### config.mk
export PLATFORM = sky130hd
export DESIGN_NAME = aarx_reduce
export DESIGN_NICKNAME = d
export VERILOG_FILES = /design/src/aarx_pkg.sv /design/src/aarx_reduce.sv
export SDC_FILE = /design/constraint.sdc
export NUM_CORES = 1
export LEC_CHECK = 0
export BUFFER_PORTS_ARGS = -buffer_cell sky130_fd_sc_hd__buf_4
export CAP_MARGIN = 20
export CORE_UTILIZATION = 30
export CTS_CLUSTER_DIAMETER = 150
export DETAILED_ROUTE_END_ITERATION = 10
export PLACE_DENSITY = 0.47
export SETUP_SLACK_MARGIN = 0.4
export SLEW_MARGIN = 40
export SYNTH_ARGS = -nofsm -noshare
export SYNTH_HDL_FRONTEND = slang
export SYNTH_SLANG_ARGS = --single-unit
### constraint.sdc
create_clock -name clk_i -period 9.85 [get_ports clk_i]
set_clock_uncertainty 0.2 [all_clocks]
set_input_delay 0.4925 -clock clk_i [delete_from_list [all_inputs] [get_ports clk_i]]
set_output_delay 0.4925 -clock clk_i [all_outputs]
set_load 0.005 [all_outputs]
### src/aarx_pkg.sv
// Shared constants, types and tables for the azimuth/altitude/range to XYZ unit.
package aarx_pkg;

  // Angle units are 1/128 degree.
  localparam int unsigned FULL_TURN      = 46080;
  localparam int unsigned QUARTER_TURN   = 11520;
  localparam int unsigned EIGHTH_TURN    = 5760;
  localparam int unsigned HEADING_OFFSET = 57600;

  localparam longint unsigned PI_Q32    = 64'h0000_0003_243F_6A89;
  localparam longint unsigned ONE_Q30   = 64'd1 << 30;
  localparam longint unsigned ROUND_Q30 = 64'd1 << 29;

  // u * PI_Q32 / 92160 split into an integer part and a remainder part.
  localparam int unsigned X_SCALE_Q = 146408;
  localparam int unsigned X_SCALE_R = 76425;
  localparam int unsigned X_BIAS    = 46080;
  localparam int unsigned X_PRE_SHIFT = 11;
  localparam int unsigned X_DIV_SHIFT = 24;
  localparam longint unsigned X_DIV_RECIP = ((64'd1 << 24) + 64'd44) / 64'd45;

  // Heading in radians: ((hd * PI_Q32 + 45 * 2^24) >> 25) / 45.
  localparam longint unsigned HEAD_BIAS      = 64'd45 << 24;
  localparam int unsigned     HEAD_PRE_SHIFT = 25;
  localparam int unsigned     HEAD_DIV_SHIFT = 31;
  localparam longint unsigned HEAD_DIV_RECIP = ((64'd1 << 31) + 64'd44) / 64'd45;
  localparam int unsigned     HEAD_MAX       = 411774;

  localparam int unsigned NUM_ANG   = 2;
  localparam int unsigned LANE_HEAD = 0;
  localparam int unsigned LANE_ALT  = 1;

  // Horner steps; each divisor k is replaced by a reciprocal M and a shift S.
  localparam int unsigned HORNER_STEPS = 6;
  localparam int unsigned SIN_SHIFT [HORNER_STEPS] = '{38, 37, 37, 36, 35, 33};
  localparam int unsigned COS_SHIFT [HORNER_STEPS] = '{38, 37, 36, 35, 34, 31};
  localparam longint unsigned SIN_RECIP [HORNER_STEPS] = '{
    ((64'd1 << 38) + 64'd155) / 64'd156,
    ((64'd1 << 37) + 64'd109) / 64'd110,
    ((64'd1 << 37) + 64'd71)  / 64'd72,
    ((64'd1 << 36) + 64'd41)  / 64'd42,
    ((64'd1 << 35) + 64'd19)  / 64'd20,
    ((64'd1 << 33) + 64'd5)   / 64'd6
  };
  localparam longint unsigned COS_RECIP [HORNER_STEPS] = '{
    ((64'd1 << 38) + 64'd131) / 64'd132,
    ((64'd1 << 37) + 64'd89)  / 64'd90,
    ((64'd1 << 36) + 64'd55)  / 64'd56,
    ((64'd1 << 35) + 64'd29)  / 64'd30,
    ((64'd1 << 34) + 64'd11)  / 64'd12,
    ((64'd1 << 31) + 64'd1)   / 64'd2
  };

  typedef enum logic [1:0] {
    QUAD_I   = 2'd0,
    QUAD_II  = 2'd1,
    QUAD_III = 2'd2,
    QUAD_IV  = 2'd3
  } aarx_quad_e;

  typedef struct packed {
    logic [18:0]                heading;
    logic [23:0]                range;
    aarx_quad_e [NUM_ANG-1:0]   quad;
    logic [NUM_ANG-1:0]         swap;
  } aarx_side_t;

endpackage

### src/aarx_reduce.sv
// Angle wrap, quadrant/octant reduction and heading-to-radian conversion.
module aarx_reduce (
  input  logic                   clk_i,
  input  logic                   rst_ni,
  input  logic                   in_valid_i,
  output logic                   in_ready_o,
  input  logic signed [16:0]     azim_i,
  input  logic signed [14:0]     elev_i,
  input  logic [23:0]            range_km_i,
  output logic                   out_valid_o,
  input  logic                   out_ready_i,
  output logic [aarx_pkg::NUM_ANG-1:0][12:0] u_o,
  output aarx_pkg::aarx_side_t   side_o
);

  localparam int unsigned NumStages = 3;

  logic [NumStages-1:0] valid_q;
  logic [NumStages-1:0] en;

  always_comb begin
    en[NumStages-1] = !valid_q[NumStages-1] || out_ready_i;
    for (int i = NumStages - 2; i >= 0; i--) begin
      en[i] = !valid_q[i] || en[i+1];
    end
  end

  always_ff @(posedge clk_i or negedge rst_ni) begin
    if (!rst_ni) begin
      valid_q <= '0;
    end else begin
      if (en[0]) begin
        valid_q[0] <= in_valid_i;
      end
      for (int i = 1; i < NumStages; i++) begin
        if (en[i]) begin
          valid_q[i] <= valid_q[i-1];
        end
      end
    end
  end

  // Stage 0: wrap heading and altitude into one turn
  logic signed [17:0] hd_raw;
  logic signed [17:0] hd_wrap;
  logic signed [16:0] alt_ext;
  logic signed [16:0] alt_wrap;
  logic [15:0] hd_q, alt_q;
  logic [23:0] range0_q;

  always_comb begin
    hd_raw = 18'(aarx_pkg::HEADING_OFFSET) - 18'(azim_i);
    if (hd_raw < 0) begin
      hd_wrap = hd_raw + 18'(aarx_pkg::FULL_TURN);
    end else if (hd_raw >= 18'(2 * aarx_pkg::FULL_TURN)) begin
      hd_wrap = hd_raw - 18'(2 * aarx_pkg::FULL_TURN);
    end else if (hd_raw >= 18'(aarx_pkg::FULL_TURN)) begin
      hd_wrap = hd_raw - 18'(aarx_pkg::FULL_TURN);
    end else begin
      hd_wrap = hd_raw;
    end
    alt_ext  = 17'(elev_i);
    alt_wrap = (alt_ext < 0) ? alt_ext + 17'(aarx_pkg::FULL_TURN) : alt_ext;
  end

  always_ff @(posedge clk_i) begin
    if (en[0]) begin
      hd_q     <= hd_wrap[15:0];
      alt_q    <= alt_wrap[15:0];
      range0_q <= range_km_i;
    end
  end

  // Stage 1: quadrant split, mirror into the first octant, heading product
  logic [aarx_pkg::NUM_ANG-1:0][15:0] ang;
  logic [aarx_pkg::NUM_ANG-1:0][13:0] rem;
  logic [aarx_pkg::NUM_ANG-1:0][12:0] u_d;
  aarx_pkg::aarx_quad_e [aarx_pkg::NUM_ANG-1:0] quad_d;
  logic [aarx_pkg::NUM_ANG-1:0] swap_d;
  logic [49:0] head_prod;

  always_comb begin
    ang[aarx_pkg::LANE_HEAD] = hd_q;
    ang[aarx_pkg::LANE_ALT]  = alt_q;
    for (int l = 0; l < aarx_pkg::NUM_ANG; l++) begin
      if (ang[l] < 16'(aarx_pkg::QUARTER_TURN)) begin
        quad_d[l] = aarx_pkg::QUAD_I;
        rem[l]    = 14'(ang[l]);
      end else if (ang[l] < 16'(2 * aarx_pkg::QUARTER_TURN)) begin
        quad_d[l] = aarx_pkg::QUAD_II;
        rem[l]    = 14'(ang[l] - 16'(aarx_pkg::QUARTER_TURN));
      end else if (ang[l] < 16'(3 * aarx_pkg::QUARTER_TURN)) begin
        quad_d[l] = aarx_pkg::QUAD_III;
        rem[l]    = 14'(ang[l] - 16'(2 * aarx_pkg::QUARTER_TURN));
      end else begin
        quad_d[l] = aarx_pkg::QUAD_IV;
        rem[l]    = 14'(ang[l] - 16'(3 * aarx_pkg::QUARTER_TURN));
      end
      swap_d[l] = rem[l] > 14'(aarx_pkg::EIGHTH_TURN);
      u_d[l]    = swap_d[l] ? 13'(14'(aarx_pkg::QUARTER_TURN) - rem[l]) : 13'(rem[l]);
    end
    head_prod = 50'(hd_q) * 50'(aarx_pkg::PI_Q32) + 50'(aarx_pkg::HEAD_BIAS);
  end

  logic [aarx_pkg::NUM_ANG-1:0][12:0] u1_q;
  aarx_pkg::aarx_quad_e [aarx_pkg::NUM_ANG-1:0] quad1_q;
  logic [aarx_pkg::NUM_ANG-1:0] swap1_q;
  logic [24:0] head_n_q;
  logic [23:0] range1_q;

  always_ff @(posedge clk_i) begin
    if (en[1]) begin
      u1_q     <= u_d;
      quad1_q  <= quad_d;
      swap1_q  <= swap_d;
      head_n_q <= 25'(head_prod >> aarx_pkg::HEAD_PRE_SHIFT);
      range1_q <= range0_q;
    end
  end

  // Stage 2: divide the heading by 45 through its reciprocal
  logic [50:0] head_div;
  aarx_pkg::aarx_side_t side_d;
  logic [aarx_pkg::NUM_ANG-1:0][12:0] u2_q;
  aarx_pkg::aarx_side_t side2_q;

  always_comb begin
    head_div       = 51'(head_n_q) * 51'(aarx_pkg::HEAD_DIV_RECIP);
    side_d.heading = 19'(head_div >> aarx_pkg::HEAD_DIV_SHIFT);
    side_d.range   = range1_q;
    side_d.quad    = quad1_q;
    side_d.swap    = swap1_q;
  end

  always_ff @(posedge clk_i) begin
    if (en[2]) begin
      u2_q    <= u1_q;
      side2_q <= side_d;
    end
  end

  assign in_ready_o  = en[0];
  assign out_valid_o = valid_q[NumStages-1];
  assign u_o         = u2_q;
  assign side_o      = side2_q;

endmodule

==> results_dict.tcl, run 1 <==
set metrics [dict create \
    mappedNetlistArea_mm2 0.0252 \
    root_buffer "clkbuf_16" \
    synthTopCellsByArea "fa_1, edfxtp_1, ha_1" \
    core_mm2 0.0826 \
    drv_cap 0 \
    r2r_start "head_n_q[15]$_DFFE_PP_" \
    worst_pin_slew_ns 0.779 \
    synthArstFlopShare 0.0140 \
    antenna_found_initial 0 \
    ys_top_cells_by_count "inv_1, ha_1, fa_1, edfxtp_1, a21oi_1" \
    port_buffers 136 \
    grt_pass1_vias 17500 \
    cts-resized-gates 0 \
    fin_crit_ns 7.66 \
    drive_gt1_frac 0.0901 \
    timing.fmax_ghz 0.130 \
    dp_hpwl_um 55300 \
    ys_ff_latch 215 \
    setup_viol 0 \
    grt.total_usage 0.154 \
    tritoncts "yes" \
    diodes 0 \
    startpoint_type "register" \
    num_vias 15900 \
    required_ns 10.04 \
    seq_area_frac_synth 0.255 \
    holdPathEnd "alt_q[13]$_DFFE_PP_" \
    drcViolationCount 0 \
    holdCritPathClass "in -> reg" \
    avgViaCountPerCell 4.51 \
    globalRouteOverflowTotal 0 \
    path_buf_inv 3 \
    nets 3300 \
    final_antenna_net_count 0 \
    reg2reg_depth 20 \
    rsz0062_at_grt "false" \
    hp-start "elev_i[13]" \
    cts_max_level 1 \
    clkTransAtPathRegs_ns 0.06 \
    ios 137 \
    cts_setup_buffers 0 \
    synth_compound_area_frac 0.0694 \
    whs_path_depth 2 \
    cts_buffers 27 \
    path_class "reg -> reg" \
    slew_violations 0 \
    syn_area_per_cell_um2 11.3 \
    ys_types 73 \
    globalplace.congestion 0.914 \
    grt_pass1_wl_um 101000 \
    worstReg2RegEnd "side_o[45]$_DFFE_PP_" \
    critPathMostFrequentCell "fa_1" \
    synth_top_area_share 0.268 \
    die_y_um 292 \
    cts.sinks 215 \
    synth_most_common_cell "inv_1" \
    worstSkewPairLatency_ns 0.57 \
    grt_max_degree 67 \
    yosys.area.top_type "fa_1" \
    path_cells "ha_1 > fa_1 > fa_1 > inv_1 > fa_1 > fa_1 > fa_1 > inv_1 > fa_1 > inv_1 > ha_1 > nand4_1 > nor4_1 > o211ai_1 > and3_1 > o221a_2 > o31ai_1 > a221oi_1 > o21bai_1 > xor2_1" \
    fill_cells 8203 \
    relSlewSlack 0.480 \
    synthMuxAreaShare 0.00471 \
    clockBufferDepth 3 \
    routed_wl_um 64400 \
    finalCritPeriodShare 0.778 \
    drt_iter0_markers 605 \
    syn_nets 3093 \
    avgRoutedWirePerCell_um 18.2 \
    crit_slowest_cell "fa_1" \
    synthToLayoutAreaGrowth_pct 14.8 \
    synth-simple-area-share 0.0516 \
    critPathArrivalTime_ns 7.86 \
    slowest_delay_ns 0.57 \
    synth_edf_count 212 \
    synth_top_family_by_area "adder cells" \
    ys.flop_type "edfxtp_1" \
    synth_xor_area_frac 0.0323 \
    firstDrtPassIters 5 \
    initial_core_util 0.305 \
    path_delay_family "adder cells" \
    finalSetupTns_ns 0 \
    final-hold-violation-count 0 \
    synthCells 2236 \
    cp-end-kind "register" \
    synth_fa_ha_area_frac 0.496 \
    die_area_mm2 0.0852 \
    rrSetupSlack_ns 2.19 \
    crit_fanout 4 \
    status "finished, final reports clean" \
    yosys_warnings 0 \
    row_count 105 \
    die_w_um 292 \
]
-- stage by stage --
stage / cell area, um2 / utilization / std cells / hold WS, ns / worst slack, ns
floorplan: 25200 / - / 2236 / -0.00309 / 3.29
global placement: 27600 / 0.334 / 3445 / 0.0816 / 1.58
detailed placement: 27700 / 0.335 / 3447 / 0.0842 / 1.94
CTS: 28900 / 0.350 / 3534 / 0.00590 / 1.94
global route: 28900 / 0.350 / 3534 / 0.0266 / 1.76
finish: 28900 / 0.350 / 3534 / 0.0458 / 2.19
-- routing by layer --
metal / part of all wire / global-route usage / up-vias / wire length [um]
li1: - / - / 7737 / -
met2: 0.50 / 0.274 / 193 / 32400
met3: 0.023 / 0.0151 / 68 / 1450
met1: 0.45 / 0.202 / 7936 / 29100
met5: 0 / 0 / - / 0
met4: 0.022 / 0.0341 / 0 / 1440
-- state kept, by name, indices dropped and copies added, names as in the netlist --
signal and count:
valid_q 3, head_n_q 25, alt_q 16, swap1_q 2, range1_q 24, quad1_q 4, u_o 26, range0_q 24
u1_q 26, hd_q 16, side_o 49
-- worst max path at each step --
| stage | from | endpoint | depth (start not counted) |
|---|---|---|---|
| 4_1_cts | head_n_q[10]$_DFFE_PP_ | side_o[45]$_DFFE_PP_ | 21 |
| 2_1_floorplan | head_n_q[15]$_DFFE_PP_ | side_o[43]$_DFFE_PP_ | 20 |
| 3_5_place_dp | head_n_q[15]$_DFFE_PP_ | side_o[45]$_DFFE_PP_ | 20 |
| 6_report | head_n_q[15]$_DFFE_PP_ | side_o[45]$_DFFE_PP_ | 20 |
| 3_3_place_gp | head_n_q[16]$_DFFE_PP_ | side_o[45]$_DFFE_PP_ | 19 |
| 5_1_grt | head_n_q[15]$_DFFE_PP_ | side_o[45]$_DFFE_PP_ | 20 |
-- final cells by class --
class                   count  area (um2)  share of cell area
multi-input cells        1415       16500               0.571
flip-flops and latches    215        6440               0.223
inverters                 597        2240              0.0775
repair buffers            187        1510              0.0522
well taps                1070        1340              0.0463
clock buffers              28         679              0.0235
clock inverters            22         206             0.00714
-- worst reg2reg max path: stages, from the launching register on --
cell and delay [ns]:
edfxtp_1 0.52, ha_1 0.42, fa_1 0.44, fa_1 0.50, inv_1 0.08, fa_1 0.56, fa_1 0.54, fa_1 0.55
inv_1 0.06, fa_1 0.57, inv_1 0.07, ha_1 0.33, nand4_1 0.18, nor4_1 0.56, o211ai_1 0.30, and3_1 0.27
o221a_2 0.31, o31ai_1 0.47, a221oi_1 0.19, o21bai_1 0.19, xor2_1 0.21
-- repair_timing --
action	in CTS	in global routing
endpoints found under the hold margin	39	0
hold buffers	37	0
endpoints found under the setup margin	0	0
-- placed cells by master, fill, tap and decap left out, types with 8 or more instances in the layout --
master / n
nand2_1: 55
nand3_1: 30
edfxtp_1: 212
nand2b_1: 13
inv_1: 597
a21o_1: 33
a211oi_1: 16
xnor2_1: 64
nor3_1: 13
o21ai_0: 45
a31oi_1: 9
nor2_1: 58
a21boi_0: 10
nand4_1: 11
a21oi_1: 76
dlygate4sd3_1: 37
ha_1: 460
o21a_1: 8
fa_1: 337
buf_4: 146
xor2_1: 28
clkbuf_16: 27
and3_1: 9
nor2b_1: 11
-- cells by family (layout without fill, tap and decap cells) --
family / after synthesis / count (layout)
compound gates: 264 / 264
xor+xnor: 93 / 93
fa+ha+maj: 797 / 797
buf+inv: 606 / 834
flops: 215 / 215
mux: 11 / 11
simple gates: 250 / 250
Power of run 1 is left out: the tool's default activity adds up to more than one toggle a clock period on the data nets, which glitch-free logic cannot reach.
==> inputs of run 2 (changes only) <==
==> constraint.sdc (replaced) <==
create_clock -name clk_i -period 7.2 [get_ports clk_i]
set_clock_uncertainty 0.2 [all_clocks]
set_input_delay 0.36 -clock clk_i [delete_from_list [all_inputs] [get_ports clk_i]]
set_output_delay 0.36 -clock clk_i [all_outputs]
set_load 0.005 [all_outputs]
==> run 2 against run 1 <==
Effect of this change:
- core utilization rose by 1.3 points
- non-clock buffer count rose by 85
- sequential share of layout area fell by 0.80 points
- register-to-register slack got worse by 1.7 ns
- flip-flop and latch count did not move
- worst setup slack got worse by 1.7 ns
- maximum frequency rose by 15%
- cell area rose by 3.7%
- critical path type unchanged
- largest cell class unchanged
==> results_dict.tcl, run 2 (synthesis results as in run 1) <==
set metrics [dict create \
    drv_cap 0 \
    dp_slack_ns 0.0355 \
    die_w_um 292 \
    avgRoutedWirePerCell_um 18.0 \
    path_buf_inv 3 \
    setup_viol 0 \
    grt_pass1_vias 17700 \
    crit_slowest_cell "fa_1" \
    timing.hold.ws_ns 0.0186 \
    diodes 0 \
    rsz0062_at_grt "true" \
    critPathMostFrequentCell "fa_1" \
    drt_iter0_markers 669 \
    final-hold-violation-count 0 \
    die_area_mm2 0.0852 \
    startpoint_type "register" \
    grt.total_usage 0.154 \
    drive_gt1_frac 0.134 \
    nets 3384 \
    final_cell_mix "inv_1, ha_1, fa_1, buf_4, edfxtp_1" \
    core_mm2 0.0826 \
    firstDrtPassIters 5 \
    num_vias 16200 \
    root_buffer "clkbuf_16" \
    holdCritPathClass "in -> reg" \
    cts.sinks 215 \
    finalSetupTns_ns 0 \
    globalplace.congestion 0.949 \
    tritoncts "yes" \
    die_y_um 292 \
    drcViolationCount 0 \
    grt_pass1_wl_um 102000 \
    path_class "reg -> reg" \
    fill_cells 8193 \
    clockBufferDepth 3 \
    final_antenna_net_count 0 \
    avgViaCountPerCell 4.47 \
    slew_violations 0 \
    relSlewSlack 0.478 \
    multi_input_area_mm2 0.0169 \
    required_ns 7.30 \
    layout.area.seq_mm2 0.00644 \
    timing.fmax_ghz 0.150 \
    path_delay_family "adder cells" \
    finalCritPeriodShare 0.926 \
    path_cells "ha_4 > fa_1 > fa_1 > inv_1 > fa_1 > fa_1 > fa_1 > inv_1 > fa_1 > inv_1 > ha_4 > nand4_1 > nor4_4 > o211ai_1 > and3_4 > o221a_4 > o311a_4 > o21ai_4 > a21oi_2 > xnor2_1" \
    status "finished, final reports clean" \
    slowest_delay_ns 0.56 \
    cts_max_level 1 \
    row_count 105 \
    grt_max_degree 67 \
    ios 137 \
    worst_pin_slew_ns 0.783 \
    routed_wl_um 65200 \
    port_buffers 136 \
    cp-end-kind "register" \
    largest_register_ffs 49 \
    setup_slack_ns 0.533 \
    worstSkewPairLatency_ns 0.56 \
    antenna_found_initial 0 \
    cts_buffers 26 \
    dp_hpwl_um 56500 \
    critPathArrivalTime_ns 6.77 \
    synthToLayoutAreaGrowth_pct 19.0 \
    initial_core_util 0.305 \
    fin_crit_ns 6.67 \
    globalRouteOverflowTotal 0 \
    crit_fanout 4 \
    final_common_cell "inv_1" \
    clkTransAtPathRegs_ns 0.06 \
]
## run 2: cell types whose count changed in the layout (fill, tap and decap cells not counted), moves of 4 or more
cell / previous run / this run
inv_2: 0 / 5
fa_2: 0 / 7
ha_4: 0 / 15
ha_1: 460 / 440
inv_1: 597 / 592
ha_2: 0 / 5
buf_4: 146 / 215
inv_6: 5 / 1
fa_1: 337 / 330
dlygate4sd3_1: 37 / 53
## run 2: area by class of cell
type                            count  share of cell area
Timing Repair Buffer              272              0.0730
Sequential cell                   215               0.215
Inverter                          597              0.0747
Multi-Input combinational cell   1415               0.563
Clock buffer                       28              0.0226
Tap cell                         1070              0.0446
Clock inverter                     20             0.00701
## run 2: layer usage
| metal | vias up | global-route usage | share of wire |
|---|---|---|---|
| met5 | - | 0 | 0 |
| met4 | 0 | 0.0336 | 0.023 |
| met3 | 72 | 0.0158 | 0.023 |
| met2 | 204 | 0.279 | 0.51 |
| met1 | 8009 | 0.197 | 0.45 |
| li1 | 7886 | - | - |
## run 2: timing repair
item	4_1_cts	5_1_grt
resized for setup	11	55
setup endpoints to repair	24	23
pin swaps	2	34
hold buffers	53	0
hold endpoints to repair	52	0
buffers inserted	6	22
## run 2: path summary, 6_finish.rpt
kind	start	to	slack, ns	cells after the start
max reg2reg	head_n_q[15]$_DFFE_PP_	side_o[43]$_DFFE_PP_	0.53	20
min	out_ready_i	valid_q[0]$_DFFE_PN0P_	0.02	3
min in group asynchronous	rst_ni	valid_q[2]$_DFFE_PN0P_	0.49	3
max	head_n_q[15]$_DFFE_PP_	side_o[43]$_DFFE_PP_	0.53	20
max in group asynchronous	rst_ni	valid_q[1]$_DFFE_PN0P_	6.16	3
min reg2reg	range1_q[16]$_DFFE_PP_	side_o[22]$_DFFE_PP_	0.22	0
## run 2: worst min-delay path: cells and delay by family
kind                   cells  cell delay [ns]
and+or+nand+nor            2             0.29
buffers and inverters      1             0.09
## run 2: metrics by stage
stage                     utilization  cells  instance area, um2
after floorplan                     -   2236               25200
after global placement          0.338   3486               27900
after detailed placement        0.338   3488               28000
after CTS                       0.357   3595               29500
after global routing            0.363   3617               30000
final                           0.363   3617               30000
Power of run 2 is left out for the same reason.
==> inputs of run 3 (changes only) <==
--- a/config.mk
+++ b/config.mk
@@ -7,10 +7,10 @@
 export LEC_CHECK = 0
 export BUFFER_PORTS_ARGS = -buffer_cell sky130_fd_sc_hd__buf_4
 export CAP_MARGIN = 20
-export CORE_UTILIZATION = 30
+export CORE_UTILIZATION = 64
 export CTS_CLUSTER_DIAMETER = 150
 export DETAILED_ROUTE_END_ITERATION = 10
-export PLACE_DENSITY = 0.47
+export PLACE_DENSITY = 0.85
 export SETUP_SLACK_MARGIN = 0.4
 export SLEW_MARGIN = 40
 export SYNTH_ARGS = -nofsm -noshare
==> run 3 against run 2 <==
Effect of this change:
- non-clock buffer count shrank 35
- core utilization grew 38 points
- die area is 53% lower
==> results_dict.tcl, run 3 (synthesis results as in run 1) <==
set metrics [dict create \
    grt.total_usage 0.325 \
    cts_buffers 25 \
    hp-start "azim_i[1]" \
    fill_cells 2644 \
    port_buffers 136 \
    diodes 0 \
    root_buffer "clkbuf_16" \
    slew_violations 0 \
    grt_pass1_wl_um 99200 \
    tritoncts "yes" \
    cp-end-kind "register" \
    timing.fmax_ghz 0.150 \
    die_area_mm2 0.0402 \
    drv_cap 0 \
    layout.area.seq_mm2 0.00644 \
    core_mm2 0.0387 \
    drcViolationCount 0 \
    fin_crit_ns 6.67 \
    clkTransAtPathRegs_ns 0.07 \
    critPathArrivalTime_ns 6.78 \
    synthToLayoutAreaGrowth_pct 14.9 \
    die_y_um 200 \
    drive_gt1_frac 0.120 \
    final-hold-violation-count 0 \
    finalSetupTns_ns 0 \
    final_cell_mix "inv_1, ha_1, fa_1, edfxtp_1, buf_4" \
    setup_viol 0 \
    globalRouteOverflowTotal 0 \
    relSlewSlack 0.462 \
    antenna_found_initial 0 \
    status "finished, final reports clean" \
    rsz0062_at_grt "true" \
    worst_pin_slew_ns 0.807 \
    startpoint_type "register" \
    row_count 72 \
    holdCritPathClass "in -> reg" \
    dp_hpwl_um 52300 \
    ios 137 \
    final_common_cell "inv_1" \
    crit_fanout 4 \
    cts.sinks 215 \
    avgRoutedWirePerCell_um 21.3 \
    clockBufferDepth 3 \
    avgViaCountPerCell 5.63 \
    die_w_um 200 \
    globalplace.congestion 1.03 \
    grt_max_degree 83 \
    whs_path_depth 3 \
    cts_max_level 1 \
    rrSetupSlack_ns 0.53 \
    worstReg2RegEnd "side_o[47]$_DFFE_PP_" \
    routed_wl_um 64600 \
    initial_core_util 0.651 \
    finalCritPeriodShare 0.927 \
    final_antenna_net_count 0 \
    grt_pass1_vias 18500 \
    required_ns 7.31 \
    worstSkewPairLatency_ns 0.57 \
    multi_input_area_mm2 0.0169 \
    path_class "reg -> reg" \
    firstDrtPassIters 6 \
    num_vias 17000 \
    holdPathEnd "hd_q[1]$_DFFE_PP_" \
    nets 3348 \
    r2r_start "head_n_q[5]$_DFFE_PP_" \
    reg2reg_depth 24 \
    drt_iter0_markers 1013 \
    largest_register_ffs 49 \
]
## run 3: cell types whose count changed in the layout (fill, tap and decap cells not counted), sizes merged
cell,previous run,this run
inv,600,604
dlygate4sd3,53,54
buf,219,183
clkinv,11,9
clkinvlp,3,0
bufinv,3,2
## run 3: worst max-delay path by stage
| stage | to | cells after the start | slack (ns) | start |
|---|---|---|---|---|
| 5_1_grt | side_o[47]$_DFFE_PP_ | 24 | 0.28 | head_n_q[17]$_DFFE_PP_ |
| 6_report | side_o[47]$_DFFE_PP_ | 24 | 0.53 | head_n_q[5]$_DFFE_PP_ |
| 3_5_place_dp | head_n_q[20]$_DFFE_PP_ | 20 | 0.06 | hd_q[3]$_DFFE_PP_ |
| 3_3_place_gp | head_n_q[24]$_DFFE_PP_ | 21 | 0.16 | hd_q[4]$_DFFE_PP_ |
| 2_1_floorplan | side_o[43]$_DFFE_PP_ | 20 | 0.64 | head_n_q[15]$_DFFE_PP_ |
| 4_1_cts | side_o[45]$_DFFE_PP_ | 20 | 0.40 | head_n_q[15]$_DFFE_PP_ |
## run 3: metal layers
layer | vias to the layer above | routed length [um] | global-route usage
met5 | - | 0 | 0
li1 | 7836 | - | -
met3 | 193 | 3370 | 0.0479
met2 | 560 | 33300 | 0.586
met1 | 8457 | 24400 | 0.381
met4 | 0 | 3550 | 0.152
## run 3: repair_timing
item,4_1_cts,5_1_grt
hold buffers,54,0
hold endpoints to repair,51,0
resized for setup,11,50
setup endpoints to repair,19,22
setup buffers,7,9
pin swaps,1,17
## run 3: layout make-up
| type | instances | share of cell area |
|---|---|---|
| multi-input cells | 1415 | 0.583 |
| flip-flops and latches | 215 | 0.222 |
| inverters | 597 | 0.0774 |
| repair buffers | 237 | 0.0666 |
| well taps | 518 | 0.0224 |
| clock buffers | 28 | 0.0220 |
| clock inverters | 18 | 0.00652 |
## run 3: stage by stage
step | hold slack (ns) | worst slack (ns) | cell area, um2 | utilization | std cells
2_1_floorplan | -0.136 | 0.638 | 25200 | - | 2236
3_3_place_gp | -0.0512 | 0.158 | 27100 | 0.699 | 2911
3_5_place_dp | -0.0475 | 0.0578 | 27100 | 0.700 | 2912
4_1_cts | 0.0382 | 0.399 | 28600 | 0.738 | 3019
5_1_grt | 0.0808 | 0.277 | 29000 | 0.748 | 3028
6_report | 0.0532 | 0.527 | 29000 | 0.748 | 3028
## run 3: critical path: stages (launching register included)
cell and delay, ns:
edfxtp_1 0.46, inv_1 0.08, ha_1 0.35, fa_1 0.58, inv_1 0.07, ha_1 0.38, fa_1 0.53, inv_1 0.05
fa_1 0.47, inv_1 0.06, fa_1 0.53, inv_1 0.05, fa_1 0.52, inv_1 0.04, ha_1 0.32, a21o_1 0.17
a21oi_1 0.16, o21ai_0 0.15, a21oi_2 0.27, o22ai_2 0.15, o311ai_2 0.28, buf_4 0.18, nand2_1 0.08, a21oi_2 0.19
xnor2_1 0.10
Power of run 3 is left out for the same reason.
